--- src/rtl/bgd_pkg.sv ---
`default_nettype none
package bgd_pkg;

	// most events a single poll can produce
	localparam int MaxEv = 5;
	localparam int EvIdxW = $clog2(MaxEv);
	localparam int EvCntW = $clog2(MaxEv + 1);

	// number of candidate events examined per poll
	localparam int NumCand = 8;
	localparam int CandCntW = $clog2(NumCand + 1);

	// apb address width and register indexes
	localparam int AddrW = 5;
	localparam int DataW = 32;

	typedef enum logic [2:0] {
		REG_ACTIVE_LOW    = 3'd0,
		REG_HOLD_TIME     = 3'd1,
		REG_REPEAT_ENABLE = 3'd2,
		REG_REPEAT_TIME   = 3'd3,
		REG_DC_WINDOW     = 3'd4,
		REG_HOLD_BACK     = 3'd5
	} reg_idx_t;

	// reset values of the registers
	localparam logic [15:0] HoldTimeRst = 16'd1000;
	localparam logic [15:0] RepeatTimeRst = 16'd200;

	typedef enum logic [2:0] {
		EV_CHANGED  = 3'd0,
		EV_PRESSED  = 3'd1,
		EV_RELEASED = 3'd2,
		EV_CLICK    = 3'd3,
		EV_DOUBLE   = 3'd4,
		EV_LONG     = 3'd5,
		EV_HOLD     = 3'd6,
		EV_REPEAT   = 3'd7
	} event_code_t;

	typedef struct packed {
		logic [31:0] now_ms;
		logic        pin_level;
	} poll_item_t;

	typedef struct packed {
		logic [2:0] event_code;
		logic       last_event;
	} gesture_item_t;

	typedef struct packed {
		logic        active_low;
		logic [15:0] hold_time;
		logic        repeat_enable;
		logic [15:0] repeat_time;
		logic [15:0] double_click_window;
		logic        hold_back_click;
	} cfg_t;

	// event list of one poll, handed from front to back
	typedef struct packed {
		logic [MaxEv-1:0][2:0] codes;
		logic [EvCntW-1:0]     count;
	} ev_list_t;

	// queue status seen by front and back
	typedef struct packed {
		logic full;
		logic empty;
	} q_status_t;

endpackage
`default_nettype wire

--- src/rtl/bgd_front.sv ---
`default_nettype none
module bgd_front import bgd_pkg::*; (
	input  wire logic       clk,
	input  wire logic       arst_n,
	input  wire cfg_t       cfg,
	input  wire logic       poll_valid,
	output logic            poll_ready,
	input  wire poll_item_t poll,
	input  wire q_status_t  q_stat,
	output logic            push,
	output ev_list_t        push_list
);

	logic        prev_level_q;
	logic [31:0] press_time_q;
	logic [31:0] repeat_stamp_q;
	logic [1:0]  click_tally_q;
	logic        holding_q;

	logic        accept;
	logic        down;
	logic        changed;
	logic        pressed;
	logic        released;
	logic [31:0] dt_press;
	logic [31:0] dt_rep;
	logic        expire;
	logic [1:0]  tally_a;
	logic [1:0]  tally_b;
	logic [1:0]  tally_next;
	logic        long_rel;
	logic        rel2_valid;
	event_code_t rel2_code;
	logic        rep;
	logic        hold;
	logic        hold_rep;

	logic [NumCand-1:0] cand_flag;
	event_code_t        cand_code [NumCand];
	logic [CandCntW-1:0] cnt;

	assign poll_ready = !q_stat.full;
	assign accept = poll_valid && poll_ready;

	// level classification and time differences
	assign down = poll.pin_level ^ cfg.active_low;
	assign changed = down != prev_level_q;
	assign pressed = changed && down;
	assign released = changed && !down;
	assign dt_press = poll.now_ms - press_time_q;
	assign dt_rep = poll.now_ms - repeat_stamp_q;

	// double-click window expiry
	assign expire = !down && (click_tally_q != 2'd0) &&
		(dt_press >= {16'd0, cfg.double_click_window});
	assign tally_a = expire ? 2'd0 : click_tally_q;
	assign tally_b = (tally_a == 2'd3) ? 2'd3 : tally_a + 2'd1;
	assign long_rel = (cfg.hold_time != 16'd0) && (dt_press >= {16'd0, cfg.hold_time});

	// second event of a release
	always_comb begin
		rel2_valid = 1'b0;
		rel2_code = EV_CLICK;
		tally_next = tally_a;
		if (released) begin
			if (long_rel) begin
				rel2_valid = 1'b1;
				rel2_code = EV_LONG;
			end else if (cfg.double_click_window != 16'd0) begin
				tally_next = tally_b;
				if (tally_b == 2'd1 && !cfg.hold_back_click) begin
					rel2_valid = 1'b1;
					rel2_code = EV_CLICK;
				end else if (tally_b == 2'd2) begin
					rel2_valid = 1'b1;
					rel2_code = EV_DOUBLE;
				end
			end else begin
				rel2_valid = 1'b1;
				rel2_code = holding_q ? EV_LONG : EV_CLICK;
			end
		end
	end

	// hold and repeat while down; a press poll cannot reach hold
	assign rep = down && cfg.repeat_enable && holding_q &&
		(dt_rep >= {16'd0, cfg.repeat_time});
	assign hold = down && !holding_q && !pressed && (cfg.hold_time != 16'd0) &&
		(dt_press >= {16'd0, cfg.hold_time});
	assign hold_rep = hold && cfg.repeat_enable;

	// candidate events in emission order
	always_comb begin
		cand_flag[0] = changed;
		cand_code[0] = EV_CHANGED;
		cand_flag[1] = expire && (click_tally_q == 2'd1) && cfg.hold_back_click;
		cand_code[1] = EV_CLICK;
		cand_flag[2] = pressed;
		cand_code[2] = EV_PRESSED;
		cand_flag[3] = released;
		cand_code[3] = EV_RELEASED;
		cand_flag[4] = rel2_valid;
		cand_code[4] = rel2_code;
		cand_flag[5] = rep;
		cand_code[5] = EV_REPEAT;
		cand_flag[6] = hold;
		cand_code[6] = EV_HOLD;
		cand_flag[7] = hold_rep;
		cand_code[7] = EV_REPEAT;
	end

	// pack the raised candidates into the event list
	always_comb begin
		cnt = '0;
		push_list.codes = '0;
		for (int i = 0; i < NumCand; i++) begin
			if (cand_flag[i]) begin
				if (cnt < CandCntW'(MaxEv)) begin
					push_list.codes[cnt[EvIdxW-1:0]] = cand_code[i];
				end
				cnt = cnt + CandCntW'(1);
			end
		end
		push_list.count = (cnt > CandCntW'(MaxEv)) ? EvCntW'(MaxEv) : cnt[EvCntW-1:0];
	end

	assign push = accept && (cnt != '0);

	// per-button state
	always_ff @(posedge clk or negedge arst_n) begin
		if (!arst_n) begin
			prev_level_q <= 1'b0;
			press_time_q <= '0;
			repeat_stamp_q <= '0;
			click_tally_q <= '0;
			holding_q <= 1'b0;
		end else if (accept) begin
			prev_level_q <= down;
			click_tally_q <= tally_next;
			if (pressed) begin
				press_time_q <= poll.now_ms;
			end
			if (rep || hold_rep) begin
				repeat_stamp_q <= poll.now_ms;
			end
			if (released) begin
				holding_q <= 1'b0;
			end else if (hold) begin
				holding_q <= 1'b1;
			end
		end
	end

endmodule
`default_nettype wire

--- src/rtl/bgd_queue.sv ---
`default_nettype none
module bgd_queue import bgd_pkg::*; (
	input  wire logic     clk,
	input  wire logic     arst_n,
	input  wire logic     push,
	input  wire ev_list_t push_list,
	input  wire logic     pop,
	output ev_list_t      head,
	output q_status_t     q_stat
);

	ev_list_t   entry_q [2];
	logic       wr_ptr_q;
	logic       rd_ptr_q;
	logic [1:0] fill_q;

	assign q_stat.full = fill_q == 2'd2;
	assign q_stat.empty = fill_q == 2'd0;
	assign head = entry_q[rd_ptr_q];

	// entry storage
	always_ff @(posedge clk) begin
		if (push) begin
			entry_q[wr_ptr_q] <= push_list;
		end
	end

	// pointers and fill level
	always_ff @(posedge clk or negedge arst_n) begin
		if (!arst_n) begin
			wr_ptr_q <= 1'b0;
			rd_ptr_q <= 1'b0;
			fill_q <= 2'd0;
		end else begin
			if (push) begin
				wr_ptr_q <= !wr_ptr_q;
			end
			if (pop) begin
				rd_ptr_q <= !rd_ptr_q;
			end
			if (push && !pop) begin
				fill_q <= fill_q + 2'd1;
			end else if (pop && !push) begin
				fill_q <= fill_q - 2'd1;
			end
		end
	end

endmodule
`default_nettype wire

--- src/rtl/bgd_back.sv ---
`default_nettype none
module bgd_back import bgd_pkg::*; (
	input  wire logic      clk,
	input  wire logic      arst_n,
	input  wire ev_list_t  head,
	input  wire q_status_t q_stat,
	output logic           pop,
	output logic           gesture_valid,
	input  wire logic      gesture_ready,
	output gesture_item_t  gesture
);

	ev_list_t          cur_q;
	logic [EvIdxW-1:0] idx_q;
	logic              busy_q;
	logic              is_last;
	logic              done;
	logic              load;

	assign gesture_valid = busy_q;
	assign is_last = idx_q == EvIdxW'(cur_q.count - EvCntW'(1));
	assign gesture.event_code = cur_q.codes[idx_q];
	assign gesture.last_event = is_last;

	// take the next list when idle or when the last item of this one leaves
	assign done = busy_q && gesture_ready && is_last;
	assign load = !busy_q || done;
	assign pop = load && !q_stat.empty;

	always_ff @(posedge clk) begin
		if (pop) begin
			cur_q <= head;
		end
	end

	always_ff @(posedge clk or negedge arst_n) begin
		if (!arst_n) begin
			busy_q <= 1'b0;
			idx_q <= '0;
		end else if (load) begin
			busy_q <= !q_stat.empty;
			idx_q <= '0;
		end else if (gesture_ready) begin
			idx_q <= idx_q + EvIdxW'(1);
		end
	end

endmodule
`default_nettype wire

--- src/rtl/button_gesture_detector.sv ---
// path: a poll's event list is written into the queue, then loaded into the back end
// throughput: one poll per cycle while the queue is not full; events leave one per cycle
// from the back end while gesture_ready is high, one event at a time; a two-entry list queue
// lets the front keep taking polls meanwhile, polls with no event skip the queue
// reset: arst_n clears button state, queue and back end, and loads register defaults
`default_nettype none
module button_gesture_detector import bgd_pkg::*; (
	input  wire logic             clk,
	input  wire logic             arst_n,
	input  wire logic             psel,
	input  wire logic             penable,
	input  wire logic             pwrite,
	input  wire logic [AddrW-1:0] paddr,
	input  wire logic [DataW-1:0] pwdata,
	output logic      [DataW-1:0] prdata,
	output logic                  pready,
	input  wire logic             poll_valid,
	output logic                  poll_ready,
	input  wire poll_item_t       poll,
	output logic                  gesture_valid,
	input  wire logic             gesture_ready,
	output gesture_item_t         gesture
);

	cfg_t      cfg_q;
	logic      cfg_wr;
	reg_idx_t  reg_idx;
	logic      push;
	logic      pop;
	ev_list_t  push_list;
	ev_list_t  head;
	q_status_t q_stat;

	assign pready = 1'b1;
	assign cfg_wr = psel && penable && pwrite && pready;
	assign reg_idx = reg_idx_t'(paddr[AddrW-1:2]);

	// configuration registers
	always_ff @(posedge clk or negedge arst_n) begin
		if (!arst_n) begin
			cfg_q.active_low <= 1'b0;
			cfg_q.hold_time <= HoldTimeRst;
			cfg_q.repeat_enable <= 1'b0;
			cfg_q.repeat_time <= RepeatTimeRst;
			cfg_q.double_click_window <= 16'd0;
			cfg_q.hold_back_click <= 1'b0;
		end else if (cfg_wr) begin
			case (reg_idx)
				REG_ACTIVE_LOW:    cfg_q.active_low <= pwdata[0];
				REG_HOLD_TIME:     cfg_q.hold_time <= pwdata[15:0];
				REG_REPEAT_ENABLE: cfg_q.repeat_enable <= pwdata[0];
				REG_REPEAT_TIME:   cfg_q.repeat_time <= pwdata[15:0];
				REG_DC_WINDOW:     cfg_q.double_click_window <= pwdata[15:0];
				REG_HOLD_BACK:     cfg_q.hold_back_click <= pwdata[0];
				default: begin
				end
			endcase
		end
	end

	// register readback
	always_comb begin
		case (reg_idx)
			REG_ACTIVE_LOW:    prdata = {31'd0, cfg_q.active_low};
			REG_HOLD_TIME:     prdata = {16'd0, cfg_q.hold_time};
			REG_REPEAT_ENABLE: prdata = {31'd0, cfg_q.repeat_enable};
			REG_REPEAT_TIME:   prdata = {16'd0, cfg_q.repeat_time};
			REG_DC_WINDOW:     prdata = {16'd0, cfg_q.double_click_window};
			REG_HOLD_BACK:     prdata = {31'd0, cfg_q.hold_back_click};
			default:           prdata = '0;
		endcase
	end

	bgd_front u_front (
		.clk        (clk),
		.arst_n     (arst_n),
		.cfg        (cfg_q),
		.poll_valid (poll_valid),
		.poll_ready (poll_ready),
		.poll       (poll),
		.q_stat     (q_stat),
		.push       (push),
		.push_list  (push_list)
	);

	bgd_queue u_queue (
		.clk       (clk),
		.arst_n    (arst_n),
		.push      (push),
		.push_list (push_list),
		.pop       (pop),
		.head      (head),
		.q_stat    (q_stat)
	);

	bgd_back u_back (
		.clk           (clk),
		.arst_n        (arst_n),
		.head          (head),
		.q_stat        (q_stat),
		.pop           (pop),
		.gesture_valid (gesture_valid),
		.gesture_ready (gesture_ready),
		.gesture       (gesture)
	);

endmodule
`default_nettype wire

--- config.mk ---
export PLATFORM = sky130hd
export DESIGN_NAME = button_gesture_detector
export DESIGN_NICKNAME = d
export VERILOG_FILES = /design/src/rtl/bgd_pkg.sv /design/src/rtl/bgd_front.sv /design/src/rtl/bgd_queue.sv /design/src/rtl/bgd_back.sv /design/src/rtl/button_gesture_detector.sv
export SDC_FILE = /design/constraint.sdc
export NUM_CORES = 1
export LEC_CHECK = 0
export BUFFER_PORTS_ARGS = -buffer_cell sky130_fd_sc_hd__buf_2
export CAP_MARGIN = 20
export CELL_PAD_IN_SITES_DETAIL_PLACEMENT = 2
export CELL_PAD_IN_SITES_GLOBAL_PLACEMENT = 2
export CORE_ASPECT_RATIO = 0.6
export CORE_MARGIN = 10
export CORE_UTILIZATION = 36
export CTS_CLUSTER_SIZE = 8
export DETAILED_ROUTE_END_ITERATION = 12
export GPL_TIMING_DRIVEN = 0
export PLACE_DENSITY_LB_ADDON = 0.25
export SETUP_SLACK_MARGIN = 0.15
export SYNTH_ARGS = -nofsm -noshare
export SYNTH_HDL_FRONTEND = slang
export SYNTH_HIERARCHICAL = 1
export SYNTH_SLANG_ARGS = --single-unit
--- constraint.sdc ---
create_clock -name clk -period 7.9 [get_ports clk]
set_input_delay 0 -clock clk [delete_from_list [all_inputs] [get_ports clk]]
set_output_delay 0 -clock clk [all_outputs]
set_load 0.1 [all_outputs]
==> flow_summary.yaml, run 1 <==
layout:
  layout_common_cells: "inv_1, ha_1, dfrtp_1"
  drive_gt1_share_pct: 25.7
  register_area_sq_mm: 0.00481
  fin_nets: 1857
  final_common_cell: "inv_1"
  multiInputGateArea_sq_mm: 0.00877
  fin_cells: 2185
  synthToLayoutAreaGrowth_pct: 22.5
  fill_cells: 4138
  final_area_sq_mm: 0.0173
logic_synthesis:
  ys_async_sr_fraction_pct: 70.2
  syn_area_sq_mm: 0.0141
  avgSynthCellArea_sq_um: 9.81
  synthCells: 1436
  yosys_most_used_dff: "dfrtp_1"
  ys_ff_latch: 181
  synthDistinctLibCells: 98
  ys_warn_count: 6
  synth_edf_count: 54
  seq_area_frac_synth_pct: 34.1
pwr:
  cellLeakagePower_uw: 0.00761
  peakVddDrop_mv: 0.188
  power_density_mw_per_mm2: 454
route:
  firstDrtPassIters: 7
  wire_per_inst_microns: 23.8
  ant_nets: 0
  drc: 0
  drt_wl_total_microns: 52100
  viasPerCell: 5.58
  drt_iter0_markers: 752
  num_vias: 12200
timing:
  setup_ws_ns: 0.102
  layout_min_cycle_time_ns: 7.80
  slew_headroom_pct: 28.8
  worst_pin_slew_ns: 1.06
  rsz0062_at_grt: "yes"
  finalSetupViolations: 0
  hold_viol_final: 0
  timing.fmax_mhz: 128
  fin_crit_sh_pct: 98.7
  holdWs_ns: 0.0368
  slew_viol_final: 0
  fin_skew_ns: 0.0204
worst_setup_path:
  rr_endpoint: "u_queue/entry_q[0][6]"
  timing.rr.start: "u_front/press_time_q[0]"
  cp-startpoint: "u_front/press_time_q[0]"
  cp-end-kind: "flop"
  required_ns: 8.09
  critPathSlowestCell: "fa_1"
  critPathMostFrequentCell: "ha_4"
  reg2reg_slack_ns: 0.10
  crit_end: "u_queue/entry_q[0][6]"
  path_class: "reg -> reg"
  start_kind: "flop"
  cp_max_fo: 5
  cp_data_arrival_time_ns: 7.99
  critical-path-max-stage-delay_ns: 0.52
  worst_r2r_path_depth: 35
clock_tree:
  cts_tree: "done"
  clockBufferDepth: 2
  cts_buffers: 17
  clock_sinks: 181
  cts_htree_levels: 4
  clk_latency_ns: 0.47
  clk_pin_slew_ns: 0.09
  cts_root_buf: "clkbuf_16"
grt:
  grt_use_met3_pct: 3.21
  antenna_found_initial: 1
  busiest_layer: "met2"
  grt.total_usage_pct: 20.9
  grt-ovfl-total: 0
  grt_pass1_vias: 13100
  use_met2_pct: 32.8
  grt_pass1_wl_microns: 78300
  gr-usage-met1_pct: 29.9
  grt_start_max_net_pins: 68
run:
  drv_cap: 0
placed_design:
  dpl.cell_count: 2054
  portBuffers: 79
  gp_congestion: 0.870
  dpl-instance-area_sq_mm: 0.0153
  post-dp-hpwl_microns: 38900
  preCtsSetupSlack_ns: -2.12
status:
  run_status: "finished, final reports clean"
floorplan:
  dieHeight_microns: 173
  die_w_microns: 275
  core_area_sq_mm: 0.0389
  initial_core_util_pct: 36.2
  fp-row-count: 56
  pin_count: 116
  dieArea_sq_mm: 0.0477
min_path:
  hold_class: "in -> reg"
synth_stat cells, types with 7 or more instances:
master | count | area share (%)
a211oi_1 | 8 | 0.43
a21o_1 | 33 | 1.8
a21oi_1 | 99 | 3.5
a22oi_1 | 16 | 0.85
a31oi_1 | 14 | 0.62
and2_1 | 7 | 0.31
and3_1 | 17 | 0.75
buf_2 | 13 | 0.46
buf_4 | 21 | 1.1
clkbuf_1 | 28 | 0.75
dfrtp_1 | 118 | 21
dfstp_2 | 9 | 1.7
edfxtp_1 | 54 | 12
ha_1 | 128 | 11
inv_1 | 140 | 3.7
mux2_2 | 104 | 8.3
mux2_4 | 29 | 3.1
mux2i_1 | 13 | 0.92
nand2_1 | 84 | 2.2
nand2b_1 | 11 | 0.49
nand3_1 | 36 | 1.3
nand4_1 | 22 | 0.98
nor2_1 | 61 | 1.6
nor2b_1 | 21 | 0.93
nor3_1 | 18 | 0.64
nor4_1 | 17 | 0.75
o2111ai_1 | 8 | 0.50
o211ai_1 | 15 | 0.80
o21a_1 | 22 | 1.2
o21ai_0 | 51 | 1.8
o21ai_1 | 10 | 0.36
o2bb2ai_1 | 18 | 1.1
or3_1 | 7 | 0.31
xnor2_1 | 34 | 2.1
xor2_1 | 25 | 1.6
power by group:
| group | internal [uW] | leakage (uW) | switching, uW |
|---|---|---|---|
| logic | 2160 | 0.00524 | 3120 |
| clock network | 443 | 0.000304 | 489 |
| registers | 1380 | 0.00206 | 241 |
registers in the layout, indices dropped and copies added, names as in the netlist:
register / count
u_front/holding_q: 1
cfg_q: 51
u_back/cur_q: 18
u_back/gesture_valid: 1
u_queue/entry_q: 36
u_queue/fill_q: 2
u_queue/wr_ptr_q: 1
u_back/idx_q: 3
u_front/click_tally_q: 2
u_queue/rd_ptr_q: 1
u_front/repeat_stamp_q: 32
u_front/press_time_q: 32
u_front/prev_level_q: 1
through the flow:
stage	utilization, %	TNS (ns)	power (uW)
after floorplan	-	0	4780
after global placement	39.2	-99.49	5760
after detailed placement	39.3	-126.29	6070
after CTS	43.1	0	7370
after global routing	44.4	-4.65	8430
final	44.4	0	7850
what timing repair did:
item,in CTS,in global routing
endpoints found under the setup margin,75,63
gates resized for setup,36,41
gates cloned,0,4
buffers inserted,18,26
hold buffers,51,0
hold endpoints to repair,178,0
pin swaps,12,31
layer usage:
layer  vias up  share of wire, %
li1       5643                 -
met1      6323                49
met2       192                47
met3        25               3.6
met4         0              0.94
met5         -                 0
worst min-delay path by stage:
stage,startpoint,to,slack [ns],depth (start not counted)
floorplan,arst_n,cfg_q[0],-0.30,0
global placement,pwdata[1],cfg_q[18],0.26,2
detailed placement,arst_n,cfg_q[10],0.03,1
CTS,paddr[3],cfg_q[1],0.01,3
global route,paddr[3],cfg_q[3],0.03,3
finish,paddr[3],cfg_q[1],0.04,3
layout make-up:
type | instances | share of cell area [%]
Antenna cell | 1 | 0.0145
Buffer | 70 | 2.57
Clock buffer | 17 | 2.46
Clock inverter | 15 | 1.18
Inverter | 142 | 3.13
Multi-Input combinational cell | 1057 | 50.8
Sequential cell | 181 | 27.9
Tap cell | 522 | 3.78
Timing Repair Buffer | 180 | 8.20
cells by family (layout without fill, tap and decap cells):
| family | after synthesis | after routing | synth area share, % |
|---|---|---|---|
| adder cells (fa/ha/maj) | 131 | 131 | 11.8 |
| XOR/XNOR | 63 | 63 | 4.18 |
| flip-flops | 181 | 181 | 34.1 |
| other | 2 | 18 | 0.0533 |
| multiplexers | 147 | 147 | 12.4 |
| buffers and inverters | 213 | 424 | 6.88 |
| AND/OR/NAND/NOR | 336 | 336 | 12.9 |
| AO/OA/AOI/OAI | 363 | 363 | 17.6 |
critical path, delay by kind of cell, from the launching register on:
family	cells	cell delay, ns
compound gates	11	2.13
fa+ha+maj	8	2.27
buf+inv	7	0.78
xor+xnor	2	0.43
mux	2	0.40
simple gates	5	1.03
flops	1	0.42
(Power assumes the default switching activity.)
==> run 2, diff against run 1 <==
--- a/config.mk
+++ b/config.mk
@@ -10,8 +10,9 @@
 export CELL_PAD_IN_SITES_DETAIL_PLACEMENT = 2
 export CELL_PAD_IN_SITES_GLOBAL_PLACEMENT = 2
 export CORE_ASPECT_RATIO = 0.6
-export CORE_MARGIN = 10
-export CORE_UTILIZATION = 36
+export CORE_MARGIN = 2
+export CORE_UTILIZATION = 37
+export CTS_BUF_LIST = sky130_fd_sc_hd__clkbuf_2
 export CTS_CLUSTER_SIZE = 8
 export DETAILED_ROUTE_END_ITERATION = 12
 export GPL_TIMING_DRIVEN = 0
==> run 2 against run 1 <==
  * Routed wire length grew 5.0%
  * Flip-flop and latch count is the same
  * Power shrank 4.7%
  * First-iteration DRC count grew 11%
  * Clock power shrank 35%
  * Die area shrank 17%
==> flow_summary.yaml, run 2 (same netlist as run 1, synthesis figures left out) <==
route:
  drt_wl_total_microns: 54700
  ant_nets: 0
  firstDrtPassIters: 5
  num_vias: 12600
  viasPerCell: 5.64
  wire_per_inst_microns: 24.4
  drt_iter0_markers: 838
  drc: 0
timing:
  layout_min_cycle_time_ns: 7.75
  rsz0062_at_grt: "yes"
  slew_headroom_pct: 33.0
  fin_crit_sh_pct: 98.0
  slew_viol_final: 0
  holdWs_ns: 0.146
  hold_viol_final: 0
  finalSetupViolations: 0
  fin_skew_ns: 0.0788
  timing.fmax_mhz: 129
  worst_pin_slew_ns: 1.00
run:
  drv_cap: 0
worst_setup_path:
  worst_r2r_path_depth: 34
  required_ns: 8.68
  cp-end-kind: "flop"
  rr_endpoint: "u_queue/entry_q[0][16]"
  reg2reg_slack_ns: 0.15
  cp_max_fo: 5
  cp-startpoint: "u_front/press_time_q[0]"
  timing.rr.start: "u_front/press_time_q[0]"
  critical-path-max-stage-delay_ns: 0.51
  crit_end: "u_queue/entry_q[0][16]"
  start_kind: "flop"
  cp_data_arrival_time_ns: 8.52
  critPathMostFrequentCell: "ha_4"
  path_class: "reg -> reg"
  critPathSlowestCell: "fa_1"
layout:
  reg_top3: "cfg_q x51, u_queue/entry_q x36"
  final_common_cell: "inv_1"
  fin_nets: 1919
  drive_gt1_share_pct: 24.4
  regMostFlops: "cfg_q"
  synthToLayoutAreaGrowth_pct: 24.5
  fin_cells: 2239
  layout_common_cells: "inv_1, dlygate4sd3_1, ha_1"
  largest_reg_flops: 51
clock_tree:
  cts_tree: "done"
  clk_pin_slew_ns: 0.40
  clk_latency_ns: 1.01
  clockBufferDepth: 2
  cts_buffers: 17
  clock_sinks: 181
  cts_root_buf: "clkbuf_2"
  cts_htree_levels: 4
pwr:
  cellLeakagePower_uw: 0.00773
  power_density_mw_per_mm2: 426
  power.total_uw: 7480
  peakVddDrop_mv: 0.140
min_path:
  hold_class: "in -> reg"
  hold_start: "paddr[3]"
grt:
  grt_pass1_wl_microns: 83100
  grt.total_usage_pct: 27.2
  grt-ovfl-total: 0
  grt_start_max_net_pins: 71
  antenna_found_initial: 2
  grt_pass1_vias: 13700
floorplan:
  die_w_microns: 256
  dieArea_sq_mm: 0.0397
  pin_count: 116
  initial_core_util_pct: 37.4
  core_area_sq_mm: 0.0376
  dieHeight_microns: 155
  fp-row-count: 55
placed_design:
  gp_congestion: 0.870
  portBuffers: 79
  dpl.cell_count: 2045
  post-dp-hpwl_microns: 37700
status:
  run_status: "finished, final reports clean"
## run 2: worst min path at each step
stage,slack [ns],depth (start not counted),end
after global placement,0.26,2,cfg_q[35]
after CTS,0.03,5,cfg_q[0]
after global routing,0.11,5,cfg_q[0]
after floorplan,-0.30,0,cfg_q[0]
final,0.15,5,cfg_q[0]
after detailed placement,0.08,1,cfg_q[26]
## run 2: repair_timing
| action | in CTS | in global routing |
|---|---|---|
| setup buffers | 18 | 16 |
| pin swaps | 13 | 27 |
| hold buffers | 123 | 0 |
| gates resized for setup | 37 | 36 |
| cloned | 0 | 3 |
| setup endpoints to repair | 75 | 64 |
| endpoints found under the hold margin | 273 | 0 |
## run 2: metal layers
layer  vias to the layer above  global-route usage (%)  wire, microns
met4                         0                    5.37            708
met5                         -                       0              0
met3                        60                    3.98           2230
li1                       5767                       -              -
met1                      6550                    39.0          26600
met2                       256                    43.7          25100
## run 2: worst max-delay path: cells and delay by family (launching register included)
kind,cells,cell delay [ns]
compound gates,11,2.31
xor+xnor,2,0.41
fa+ha+maj,8,2.28
buf+inv,6,0.60
flops,1,0.49
mux,2,0.40
simple gates,5,1.02
## run 2: through the flow
step           setup slack [ns]  instance area, sq um  util, %  TNS [ns]
3_3_place_gp              -1.72                 15200     40.4    -96.92
3_5_place_dp              -2.12                 15300     40.6   -125.93
4_1_cts                   0.152                 17200     45.6         0
5_1_grt                  -0.118                 17500     46.6     -1.87
2_1_floorplan             0.205                 14200        -         0
6_report                  0.154                 17500     46.6         0
## run 2: area by class of cell
type / count / area, sq um
flip-flops and latches: 181 / 4810
well taps: 513 / 642
repair buffers: 242 / 2040
fillers: 3993 / 20100
diodes: 2 / 5.00
clock buffers: 17 / 85.1
inverters: 142 / 538
multi-input cells: 1057 / 8770
clock inverters: 15 / 206
plain buffers: 70 / 444
## run 2: report_power, final
group | internal (uW) | total [uW] | switching, uW | leakage, uW
clock network | 131 | 604 | 473 | 0.000167
logic | 2120 | 5250 | 3130 | 0.00550
registers | 1380 | 1620 | 243 | 0.00206
